## src/sv/block_bitmap_allocator_unit_assert.svh

```systemverilog
// Assertion macros for the block allocator.
`ifndef BLOCK_BITMAP_ALLOCATOR_UNIT_ASSERT_SVH
`define BLOCK_BITMAP_ALLOCATOR_UNIT_ASSERT_SVH

// Same-cycle implication, sampled on i_clk, off during reset.
`define BBA_ASSERT_NOW(label, ante, cons, msg) \
    label: assert property (@(posedge i_clk) disable iff (!i_rst_n) (ante) |-> (cons)) \
        else $error(msg);

// Next-cycle implication, sampled on i_clk, off during reset.
`define BBA_ASSERT_NEXT(label, ante, cons, msg) \
    label: assert property (@(posedge i_clk) disable iff (!i_rst_n) (ante) |=> (cons)) \
        else $error(msg);

`endif

```

## src/sv/bba_pkg.sv

```systemverilog
package bba_pkg;

    localparam int NUM_BLOCKS = 2048;
    localparam int MAP_WORDS  = (NUM_BLOCKS + 31) / 32;
    localparam int WORD_AW    = (MAP_WORDS > 1) ? $clog2(MAP_WORDS) : 1;
    localparam int TAIL_BITS  = NUM_BLOCKS % 32;
    localparam int BLK_W      = 13;

    typedef logic [BLK_W-1:0]   t_blk;
    typedef logic [WORD_AW-1:0] t_word_addr;
    typedef logic [31:0]        t_map_word;

endpackage

```

## src/sv/bba_ram.sv

```systemverilog
module bba_ram #(
    parameter int WIDTH  = 32,
    parameter int DEPTH  = 64,
    parameter int ADDR_W = (DEPTH > 1) ? $clog2(DEPTH) : 1
) (
    input  logic              i_clk,
    input  logic              i_we,
    input  logic [ADDR_W-1:0] i_waddr,
    input  logic [WIDTH-1:0]  i_wdata,
    input  logic [ADDR_W-1:0] i_raddr,
    output logic [WIDTH-1:0]  o_rdata
);

    logic [WIDTH-1:0] mem [DEPTH];
    logic [WIDTH-1:0] r_rdata;

    always_ff @(posedge i_clk) begin
        if (i_we) begin
            mem[i_waddr] <= i_wdata;
        end
        r_rdata <= mem[i_raddr];
    end

    assign o_rdata = r_rdata;

endmodule

```

## src/sv/block_bitmap_allocator_unit.sv

```systemverilog
// First-fit block allocator over a used-map of NUM_BLOCKS bits (one per data
// block), kept in a 32-bit-wide RAM of MAP_WORDS words. After reset a clearing
// pass writes every map word to zero, one word a cycle; s_tready stays low
// meanwhile, config writes still land. Each input beat gives exactly one
// output beat. Allocate (s_tuser = 0) scans the map one word per cycle from
// word 0 and grants first_data_block + index of the lowest free bit, after
// reading 1 to MAP_WORDS words. Free (s_tuser = 1) is one read-modify-write.
// A free below first_data_block or past the map returns ok = 0 and leaves the
// map alone. Map indices whose block number would exceed 8191 are never
// granted. The single RAM read port sets the scan rate; one item is in flight
// at a time. first_data_block is written through i_cfg_we / i_cfg_wdata; the
// user must write it only while idle, which the block itself does not enforce.
module block_bitmap_allocator_unit (
    input  logic                 i_clk,
    input  logic                 i_rst_n,
    // configuration: first_data_block
    input  logic                 i_cfg_we,
    input  bba_pkg::t_blk        i_cfg_wdata,
    // request stream
    input  logic                 s_tvalid,
    output logic                 s_tready,
    input  logic [15:0]          s_tdata,   // [12:0] block_number, [15:13] zero
    input  logic                 s_tuser,   // [0] action
    // response stream
    output logic                 m_tvalid,
    input  logic                 m_tready,
    output logic [15:0]          m_tdata,   // [12:0] granted_block, [15:13] zero
    output logic                 m_tuser    // [0] ok
);

    import bba_pkg::*;

    localparam logic [2:0] ST_IDLE = 3'd0;
    localparam logic [2:0] ST_CLR  = 3'd1;
    localparam logic [2:0] ST_SCAN = 3'd2;
    localparam logic [2:0] ST_FREE = 3'd3;
    localparam logic [2:0] ST_DONE = 3'd4;

    localparam logic ACT_ALLOC = 1'b0;
    localparam logic ACT_FREE  = 1'b1;

    localparam t_word_addr LAST_WORD = WORD_AW'(MAP_WORDS - 1);
    localparam t_blk       BLK_MAX   = {BLK_W{1'b1}};

    logic [2:0]  r_state, n_state;
    t_word_addr  r_word, n_word;
    logic [4:0]  r_bit, n_bit;
    t_blk        r_first;
    t_blk        r_res_blk, n_res_blk;
    logic        r_res_ok, n_res_ok;
    logic        r_out_valid;
    t_blk        r_out_blk;
    logic        r_out_ok;

    logic        ram_we;
    t_word_addr  ram_waddr, ram_raddr;
    t_map_word   ram_wdata, ram_rdata;

    logic        in_fire;
    logic        out_load;
    t_blk        req_blk;

    // free decode
    t_blk        free_diff;
    logic        free_ok;

    // scan decode
    t_blk        lim;           // largest index whose block number fits
    logic [7:0]  lim_word;
    logic [7:0]  cur_word;
    t_map_word   valid_mask;
    t_map_word   avail;
    logic        hit;
    logic [4:0]  hit_bit;
    logic        scan_end;

    bba_ram #(
        .WIDTH  (32),
        .DEPTH  (MAP_WORDS),
        .ADDR_W (WORD_AW)
    ) u_map (
        .i_clk   (i_clk),
        .i_we    (ram_we),
        .i_waddr (ram_waddr),
        .i_wdata (ram_wdata),
        .i_raddr (ram_raddr),
        .o_rdata (ram_rdata)
    );

    assign s_tready = (r_state == ST_IDLE);
    assign in_fire  = s_tvalid && s_tready;
    assign req_blk  = s_tdata[BLK_W-1:0];

    assign free_diff = req_blk - r_first;
    assign free_ok   = (req_blk >= r_first) && (free_diff < BLK_W'(NUM_BLOCKS));

    assign lim      = BLK_MAX - r_first;
    assign lim_word = lim[12:5];
    assign cur_word = 8'(r_word);

    // bits of the current word that may be handed out
    always_comb begin
        for (int b = 0; b < 32; b++) begin
            valid_mask[b] = (cur_word < lim_word) ||
                            ((cur_word == lim_word) && (5'(b) <= lim[4:0]));
            if (TAIL_BITS != 0 && r_word == LAST_WORD && b >= TAIL_BITS) begin
                valid_mask[b] = 1'b0;
            end
        end
    end

    assign avail    = ~ram_rdata & valid_mask;
    assign hit      = |avail;
    assign scan_end = (r_word == LAST_WORD) || (cur_word >= lim_word);

    // lowest free bit
    always_comb begin
        hit_bit = 5'd0;
        for (int b = 31; b >= 0; b--) begin
            if (avail[b]) begin
                hit_bit = 5'(b);
            end
        end
    end

    // map RAM ports
    always_comb begin
        ram_we    = 1'b0;
        ram_waddr = r_word;
        ram_wdata = '0;
        ram_raddr = '0;
        case (r_state)
            ST_CLR: begin
                ram_we = 1'b1;
            end
            ST_IDLE: begin
                if (s_tuser == ACT_FREE) begin
                    ram_raddr = free_diff[5 +: WORD_AW];
                end
            end
            ST_SCAN: begin
                ram_raddr = r_word + 1'b1;   // speculative next word
                if (hit) begin
                    ram_we    = 1'b1;
                    ram_wdata = ram_rdata | (32'd1 << hit_bit);
                end
            end
            ST_FREE: begin
                ram_we    = 1'b1;
                ram_wdata = ram_rdata & ~(32'd1 << r_bit);
            end
            default: begin
            end
        endcase
    end

    assign out_load = (r_state == ST_DONE) && (!r_out_valid || m_tready);

    always_comb begin
        n_state   = r_state;
        n_word    = r_word;
        n_bit     = r_bit;
        n_res_blk = r_res_blk;
        n_res_ok  = r_res_ok;
        case (r_state)
            ST_CLR: begin
                n_word = r_word + 1'b1;
                if (r_word == LAST_WORD) begin
                    n_state = ST_IDLE;
                end
            end
            ST_IDLE: begin
                if (in_fire) begin
                    if (s_tuser == ACT_ALLOC) begin
                        n_word  = '0;
                        n_state = ST_SCAN;
                    end else if (free_ok) begin
                        n_word  = free_diff[5 +: WORD_AW];
                        n_bit   = free_diff[4:0];
                        n_state = ST_FREE;
                    end else begin
                        n_res_blk = '0;
                        n_res_ok  = 1'b0;
                        n_state   = ST_DONE;
                    end
                end
            end
            ST_SCAN: begin
                if (hit) begin
                    n_res_blk = r_first + BLK_W'({r_word, hit_bit});
                    n_res_ok  = 1'b1;
                    n_state   = ST_DONE;
                end else if (scan_end) begin
                    n_res_blk = '0;
                    n_res_ok  = 1'b0;
                    n_state   = ST_DONE;
                end else begin
                    n_word = r_word + 1'b1;
                end
            end
            ST_FREE: begin
                n_res_blk = '0;
                n_res_ok  = 1'b1;
                n_state   = ST_DONE;
            end
            ST_DONE: begin
                if (out_load) begin
                    n_state = ST_IDLE;
                end
            end
            default: begin
                n_state = ST_IDLE;
            end
        endcase
    end

    always_ff @(posedge i_clk) begin
        if (!i_rst_n) begin
            r_state     <= ST_CLR;
            r_word      <= '0;
            r_first     <= BLK_W'(16);
            r_out_valid <= 1'b0;
        end else begin
            r_state <= n_state;
            r_word  <= n_word;
            if (i_cfg_we) begin
                r_first <= i_cfg_wdata;
            end
            if (out_load) begin
                r_out_valid <= 1'b1;
            end else if (m_tready) begin
                r_out_valid <= 1'b0;
            end
        end
    end

    always_ff @(posedge i_clk) begin
        r_bit     <= n_bit;
        r_res_blk <= n_res_blk;
        r_res_ok  <= n_res_ok;
        if (out_load) begin
            r_out_blk <= r_res_blk;
            r_out_ok  <= r_res_ok;
        end
    end

    assign m_tvalid = r_out_valid;
    assign m_tdata  = 16'(r_out_blk);
    assign m_tuser  = r_out_ok;

`include "block_bitmap_allocator_unit_assert.svh"

    `BBA_ASSERT_NOW(a_no_accept_in_clear, r_state == ST_CLR, !s_tready, "beat accepted during map clear")
    `BBA_ASSERT_NOW(a_fail_zero_block, m_tvalid && !m_tuser, m_tdata == 16'd0, "failed response with nonzero block")
    `BBA_ASSERT_NEXT(a_accept_moves_on, in_fire, r_state == ST_SCAN || r_state == ST_FREE || r_state == ST_DONE, "accepted beat left FSM idle")
    `BBA_ASSERT_NOW(a_write_states, ram_we, r_state == ST_CLR || r_state == ST_SCAN || r_state == ST_FREE, "map write outside clear or update")

endmodule

```

## config.mk

```make
export PLATFORM = sky130hd
export DESIGN_NAME = block_bitmap_allocator_unit
export DESIGN_NICKNAME = d
export VERILOG_FILES = /design/src/sv/bba_pkg.sv /design/src/sv/bba_ram.sv /design/src/sv/block_bitmap_allocator_unit.sv
export VERILOG_INCLUDE_DIRS = /design/src /design/src/sv
export SDC_FILE = /design/constraint.sdc
export NUM_CORES = 2
export LEC_CHECK = 0
export ABC_AREA = 0
export CAP_MARGIN = 20
export CORE_MARGIN = 8
export CORE_UTILIZATION = 50
export CTS_CLUSTER_DIAMETER = 100
export DETAILED_ROUTE_END_ITERATION = 12
export DONT_BUFFER_PORTS = 1
export PLACE_DENSITY = 0.71
export SYNTH_ARGS = -nofsm -noshare
export SYNTH_HDL_FRONTEND = slang
export SYNTH_SLANG_ARGS = --single-unit
export TNS_END_PERCENT = 50
```

## constraint.sdc

```tcl
create_clock -name i_clk -period 13.5 [get_ports i_clk]
set_input_delay 2.7 -clock i_clk [delete_from_list [all_inputs] [get_ports i_clk]]
set_output_delay 2.7 -clock i_clk [all_outputs]
set_load 0.1 [all_outputs]
```

==> Yosys cells after proc, flatten, opt, wreduce, memory -nomap -nowiden <==
Memories as Yosys holds them, arrays and structs flattened. A register that Yosys moved wholly into a read port is not among the register bits.
Index checks and enable logic that the tools add are counted.
{ "op_classes": {"n_addsub": 4, "n_lt_le_gt_ge": 36, "n_eq_ne": 15, "shift": 2, "mux": 68, "bitwise_logic": 5, "n_reduce_logical": 80} }
{ "op_table": {"columns": ["op", "n"], "rows": [
  ["5-bit two-way mux", 32],
  ["5-bit <= comparator, first input constant", 16],
  ["13-bit two-way mux", 5],
  ["32-bit bitwise AND", 2],
  ["32-bit NOT", 2],
  ["32-bit one-hot mux with 2 select lines", 1],
  ["1-bit by 5-bit left shift with 32-bit output, first input constant", 2],
  ["4-bit by 5-bit <= comparator with 1-bit output, first input constant", 8],
  ["13-bit one-hot mux with 3 select lines", 1],
  ["6-bit two-way mux", 6],
  ["1-bit logical AND", 35],
  ["1-bit logical OR", 34],
  ["32-bit two-way mux", 1],
  ["32-bit OR", 1],
  ["32-bit OR reduction", 1],
  ["3-bit two-way mux", 7],
  ["3-bit by 5-bit <= comparator with 1-bit output, first input constant", 4],
  ["6-bit one-hot mux with 3 select lines", 1],
  ["3-bit one-hot mux with 5 select lines", 1],
  ["13-bit by 11-bit adder with 13-bit output", 1],
  ["13-bit greater-or-equal comparator", 1],
  ["13-bit by 12-bit less-than comparator with 1-bit output, second input constant", 1],
  ["13-bit subtractor", 1],
  ["13-bit subtractor, first input constant", 1],
  ["25 further kinds", 45]
]} }
{ "word_totals": {"register_bits": 56, "mem_bits_rw": 2048, "out_inout_bits": 19, "word_cells": 220, "memories": 1} }
{ "memory_table": {"columns": ["memory", "depth", "word_bits", "read_ports", "rd_clocked_by_memory_dff", "write_ports", "line_no", "text"], "rows": [
  ["u_map.mem", 64, 32, 1, 1, 1, "bba_ram.sv:14", "logic [WIDTH-1:0] mem [DEPTH];"]
]} }

==> Depth between registers and ports, before layout <==
{ "logic_depth": {"ltp_word": 41, "ltp_mapped": 25, "depth_no_buf": 22} }

==> By module <==
Synthesis repeated with hierarchy kept, for this count alone.
{ "unflattened": {"hier_cells": 3999, "area_unflattened_um2": 83692.8} }
{ "modules_own_cells": {"columns": ["module", "instances", "cells_per_inst", "area_per_inst_um2", "seq_area_each_um2"], "rows": [
  ["bba_ram", 1, 3324, 78512.8, 62139.6],
  ["block_bitmap_allocator_unit", 1, 675, 5180.0, 1451.4]
]} }

==> Worst setup path after synthesis <==
OpenSTA, ideal clock, no wires.
{ "synth_path": {"path_type": "reg2reg", "start": "reg r_word[0]", "end": "mem u_map.mem[0][16] (data pin)", "setup_time_ps": 702, "arrival_time_ps": 5823, "t_required_ps": 12798, "path_slack_ps": 6976, "stages_incl_launch_ff": 16, "synth_period_minus_slack_ps": 6524, "path_cell_list": "dfxtp_1 clkbuf_1 inv_1 ha_1 clkbuf_1 nand4_1 nor2_2 buf_2 nand3_1 a21o_1 a311o_1 a32o_1 buf_6 or2_2 or3_1 o21ai_0"} }
{ "synth_via": {"elab_chain_cells": 40} }
{ "synth_lines": {"columns": ["element", "line_no", "text"], "rows": [
  ["start: declaration", "block_bitmap_allocator_unit.sv:46", "t_word_addr r_word, n_word;"],
  ["start signal: assignment", "block_bitmap_allocator_unit.sv:225", "r_word <= n_word;"],
  ["branches (longest 3 deep; another with 6-bit by 8-bit less-than comparator with 1-bit output)", null, null],
  ["32-bit bitwise AND (*)", "block_bitmap_allocator_unit.sv:112", "assign avail = ~ram_rdata & valid_mask;"],
  ["5-bit two-way mux (32 in a row)", "block_bitmap_allocator_unit.sv:120", "if (avail[b]) begin"],
  ["1-bit by 5-bit left shift with 32-bit output", "block_bitmap_allocator_unit.sv:145", "ram_wdata = ram_rdata | (32'd1 << hit_bit);"],
  ["32-bit OR", "block_bitmap_allocator_unit.sv:145", null],
  ["32-bit two-way mux (*)", "block_bitmap_allocator_unit.sv:143", "if (hit) begin"],
  ["32-bit one-hot mux with 2 select lines (*)", "block_bitmap_allocator_unit.sv:132", "case (r_state)"],
  ["via ram_wdata[16]", "block_bitmap_allocator_unit.sv:57", "t_map_word ram_wdata, ram_rdata;"],
  ["end: declaration", "bba_ram.sv:14", null]
]} }
Mark *: on every way through the listed nets, which the timed path passes.

==> Final worst setup path <==
{ "layout_path": {"start": "in s_tdata[0]", "end": "reg u_map.r_rdata[25], in the netlist u_map.o_rdata[25] (read register of u_map.mem)"} }
{ "layout_via": {"elab_chain_cells": 3} }
{ "layout_lines": {"columns": ["element", "line_no", "text"], "rows": [
  ["start: declaration", "block_bitmap_allocator_unit.sv:22", "input logic [15:0] s_tdata,"],
  ["13-bit subtractor", "block_bitmap_allocator_unit.sv:94", "assign free_diff = req_blk - r_first;"],
  ["6-bit two-way mux", "block_bitmap_allocator_unit.sv:137", "if (s_tuser == ACT_FREE) begin"],
  ["6-bit one-hot mux with 2 select lines", "block_bitmap_allocator_unit.sv:132", null],
  ["end: declaration", "bba_ram.sv:15", "logic [WIDTH-1:0] r_rdata;"]
]} }
Every way passes these cells.
A chain may end at the register's enable or synchronous reset.

==> results.tsv <==
metric	value	unit
critPathMaxStageDelay	0.76	ns
maxCapViolCount	0	
r2r_start	r_word[4]	
min_to	r_out_blk[7]	
initial_core_util	50.19	%
power_per_cell_area	134.1	nW/µm²
synth-edff-count	2081	
core	173200	µm²
cts_buffers	205	
cp_cell_sequence	inv_1, ha_1, fa_1, nor2b_1, o21ai_0, a21boi_0, o21a_1, nor3_1, nor3_1, a21o_4, buf_4, buf_12, a211oi_1, a311oi_1, a211oi_1, a31oi_1, a22o_1, a221o_1	
critPathKind	input port to register	
ys_seq_elements	2136	
row_count	153	
final_hold_viol_count	0	
holdPathStages	0	
instances_no_fill	9198	
r2r_end	u_map.mem[46][9]	
syn_avg_cell_area	12.74	µm²
critical-path-top-delay-family	compound AO/OA/AOI/OAI gates	
dpl.hpwl	121.9	mm
holdBufCountCts	0	
place.gp.congestion	0.9031	
clk_pin_slew	0.06	ns
cts_tree	yes	
critPathBufInv	3	
ff2ff_path_depth	14	
drt-pass1-iter-count	6	
min_path_type	register to register	
maxSlewHeadroom	21.78	%
drtIter0Drc	7536	
final_cell_mix	edfxtp_1, nand2_1, nand3_1, clkbuf_16, a211oi_1	
clk_latency	0.84	ns
die_area	187500	µm²
ys_warn_count	0	
crit_arrival	8.29	ns
synthCells	6825	
worst_pin_slew	1.170	ns
grt_start_max_net_pins	189	
final_common_cell	edfxtp_1	
tns	0	ns
area_growth	11.24	%
cts-root-buf	clkbuf_16	
final.period_utilization	55.90	%
start_kind	input port	
dieHeight	433.0	µm
die_x	433.0	µm
async_reset_ff_share	0	%
drt.antenna.violating_nets	0	
drive_above_1_share	8.296	%
syn_area	86950	µm²
cp_data_required_time	14.25	ns
ir_drop	0.0001037	V
synth.area.top_cells	edfxtp_1, nand2_1, nand3_1	
cts_resized	0	
synth_top_cell_area_share	71.87	%
grtUsageTotal	24.18	%
worstHoldStart	r_res_blk[7]	
synth-main-ff-cell	edfxtp_1	
finalSetupViolCount	0	
via_count	56898	
wl	234.2	mm
ys_seq_area_share	73.14	%
h-tree-depth	4	
synth_cell_type_count	86	
end_kind	register	
clock_skew	0.03768	ns
fmax	132.5	MHz
cts_setup_buffers	0	
antenna_found_initial	4	
rsz0062_at_grt	no	
ioPinCount	54	
placement.io_buffers	0	
clock_path_buffers	3	
synth_area_leader_cell	edfxtp_1	
cp_max_fo	169	
wl_per_cell	25.47	µm
critical_path_cell_count	18	
outcome	completed	
vias_per_cell	6.186	
cpMaxStageDelayCell	a21o_4	
slew_viol_final	0	
grt_pass1_wl	341.2	mm
finalCriticalPeriod	7.546	ns
place_inst	8817	
clkSinkCount	2136	
p_leak	0.03151	µW
grt_pass1_vias	53002	
nNetsFinal	6762	
overflow	0	
route.detailed.drc	0	
worst-r2r-setup-slack	6.55	ns
## cell usage after synthesis (17+ instances only)
library cell,instances
edfxtp_1,2081
nand2_1,1844
nand3_1,915
clkbuf_1,377
a211oi_1,197
a31oi_1,196
a311oi_1,193
nor2b_1,149
nor2_1,116
o21ai_0,93
a21oi_1,69
and3_1,69
buf_1,57
dfxtp_1,55
buf_2,43
a22o_1,34
a221o_1,33
inv_1,28
ha_1,25
nor3_1,17
## power breakdown
group          internal (µW)  leakage [µW]  switching [µW]  total (µW)
registers               7210        0.0175            34.4        7250
clock network           3150       0.00316            2390        5540
logic                   64.3        0.0108             124         188
## worst max path at each step
stage | from | end | slack, ns
global route | s_tdata[0] | u_map.o_rdata[30] | 5.61
global placement | s_tdata[0] | u_map.o_rdata[23] | 5.33
detailed placement | s_tdata[0] | u_map.o_rdata[25] | 5.23
floorplan | r_word[0] | u_map.mem[0][16] | 6.98
CTS | s_tdata[0] | u_map.o_rdata[25] | 6.10
finish | s_tdata[0] | u_map.o_rdata[25] | 5.95
## flip-flops by register name (all words and copies together) (netlist names)
signal         cells
r_out_blk         13
m_tvalid           1
r_word             6
m_tuser            1
r_res_blk         13
r_state            3
u_map.o_rdata     32
r_res_ok           1
r_bit              5
r_first           13
u_map.mem       2048
## cell families (layout without fill, tap and decap cells)
| family | count (synthesis) | after routing | synth area share, % |
|---|---|---|---|
| AO/OA/AOI/OAI | 920 | 920 | 7.689 |
| buffers and inverters | 515 | 559 | 2.346 |
| other | 1 | 5 | 0.004313 |
| flip-flops | 2136 | 2136 | 73.14 |
| AND/OR/NAND/NOR | 3197 | 3197 | 16.11 |
| multiplexers | 13 | 13 | 0.1497 |
| XOR/XNOR | 15 | 15 | 0.1511 |
| adder cells (fa/ha/maj) | 28 | 28 | 0.4087 |
## through the flow
| stage | total power (µW) | instance area (µm²) | utilization, % | hold WS [ns] | worst slack (ns) |
|---|---|---|---|---|---|
| after detailed placement | 7570 | 90230 | 52.08 | 0.4070 | 5.225 |
| after global routing | 13300 | 96720 | 55.82 | 0.4244 | 5.612 |
| final | 12970 | 96720 | 55.83 | 0.4173 | 5.954 |
| after floorplan | 7488 | 86950 | - | 0.4003 | 6.976 |
| after CTS | 13020 | 96680 | 55.80 | 0.4203 | 6.101 |
| after global placement | 7565 | 90230 | 52.08 | 0.4006 | 5.328 |
## area by class of cell
cell class              instances  area (µm²)
multi-input cells            4176       22270
clock buffers                 268        5545
repair buffers                153        1386
flip-flops and latches       2136       63590
well taps                    2325        2909
clock inverters               109       904.6
fillers                     13515       76530
diodes                          2       5.005
inverters                      29       108.9
## routing by layer
| metal | wire, µm | GRT usage, % | vias to the layer above |
|---|---|---|---|
| li1 | - | - | 25103 |
| met1 | 91580 | 33.29 | 28283 |
| met2 | 107000 | 37.45 | 3011 |
| met3 | 24560 | 4.917 | 501 |
| met4 | 11090 | 10.88 | 0 |
| met5 | 0 | 0 | - |
Note: power is estimated with default switching activity, not from simulation.
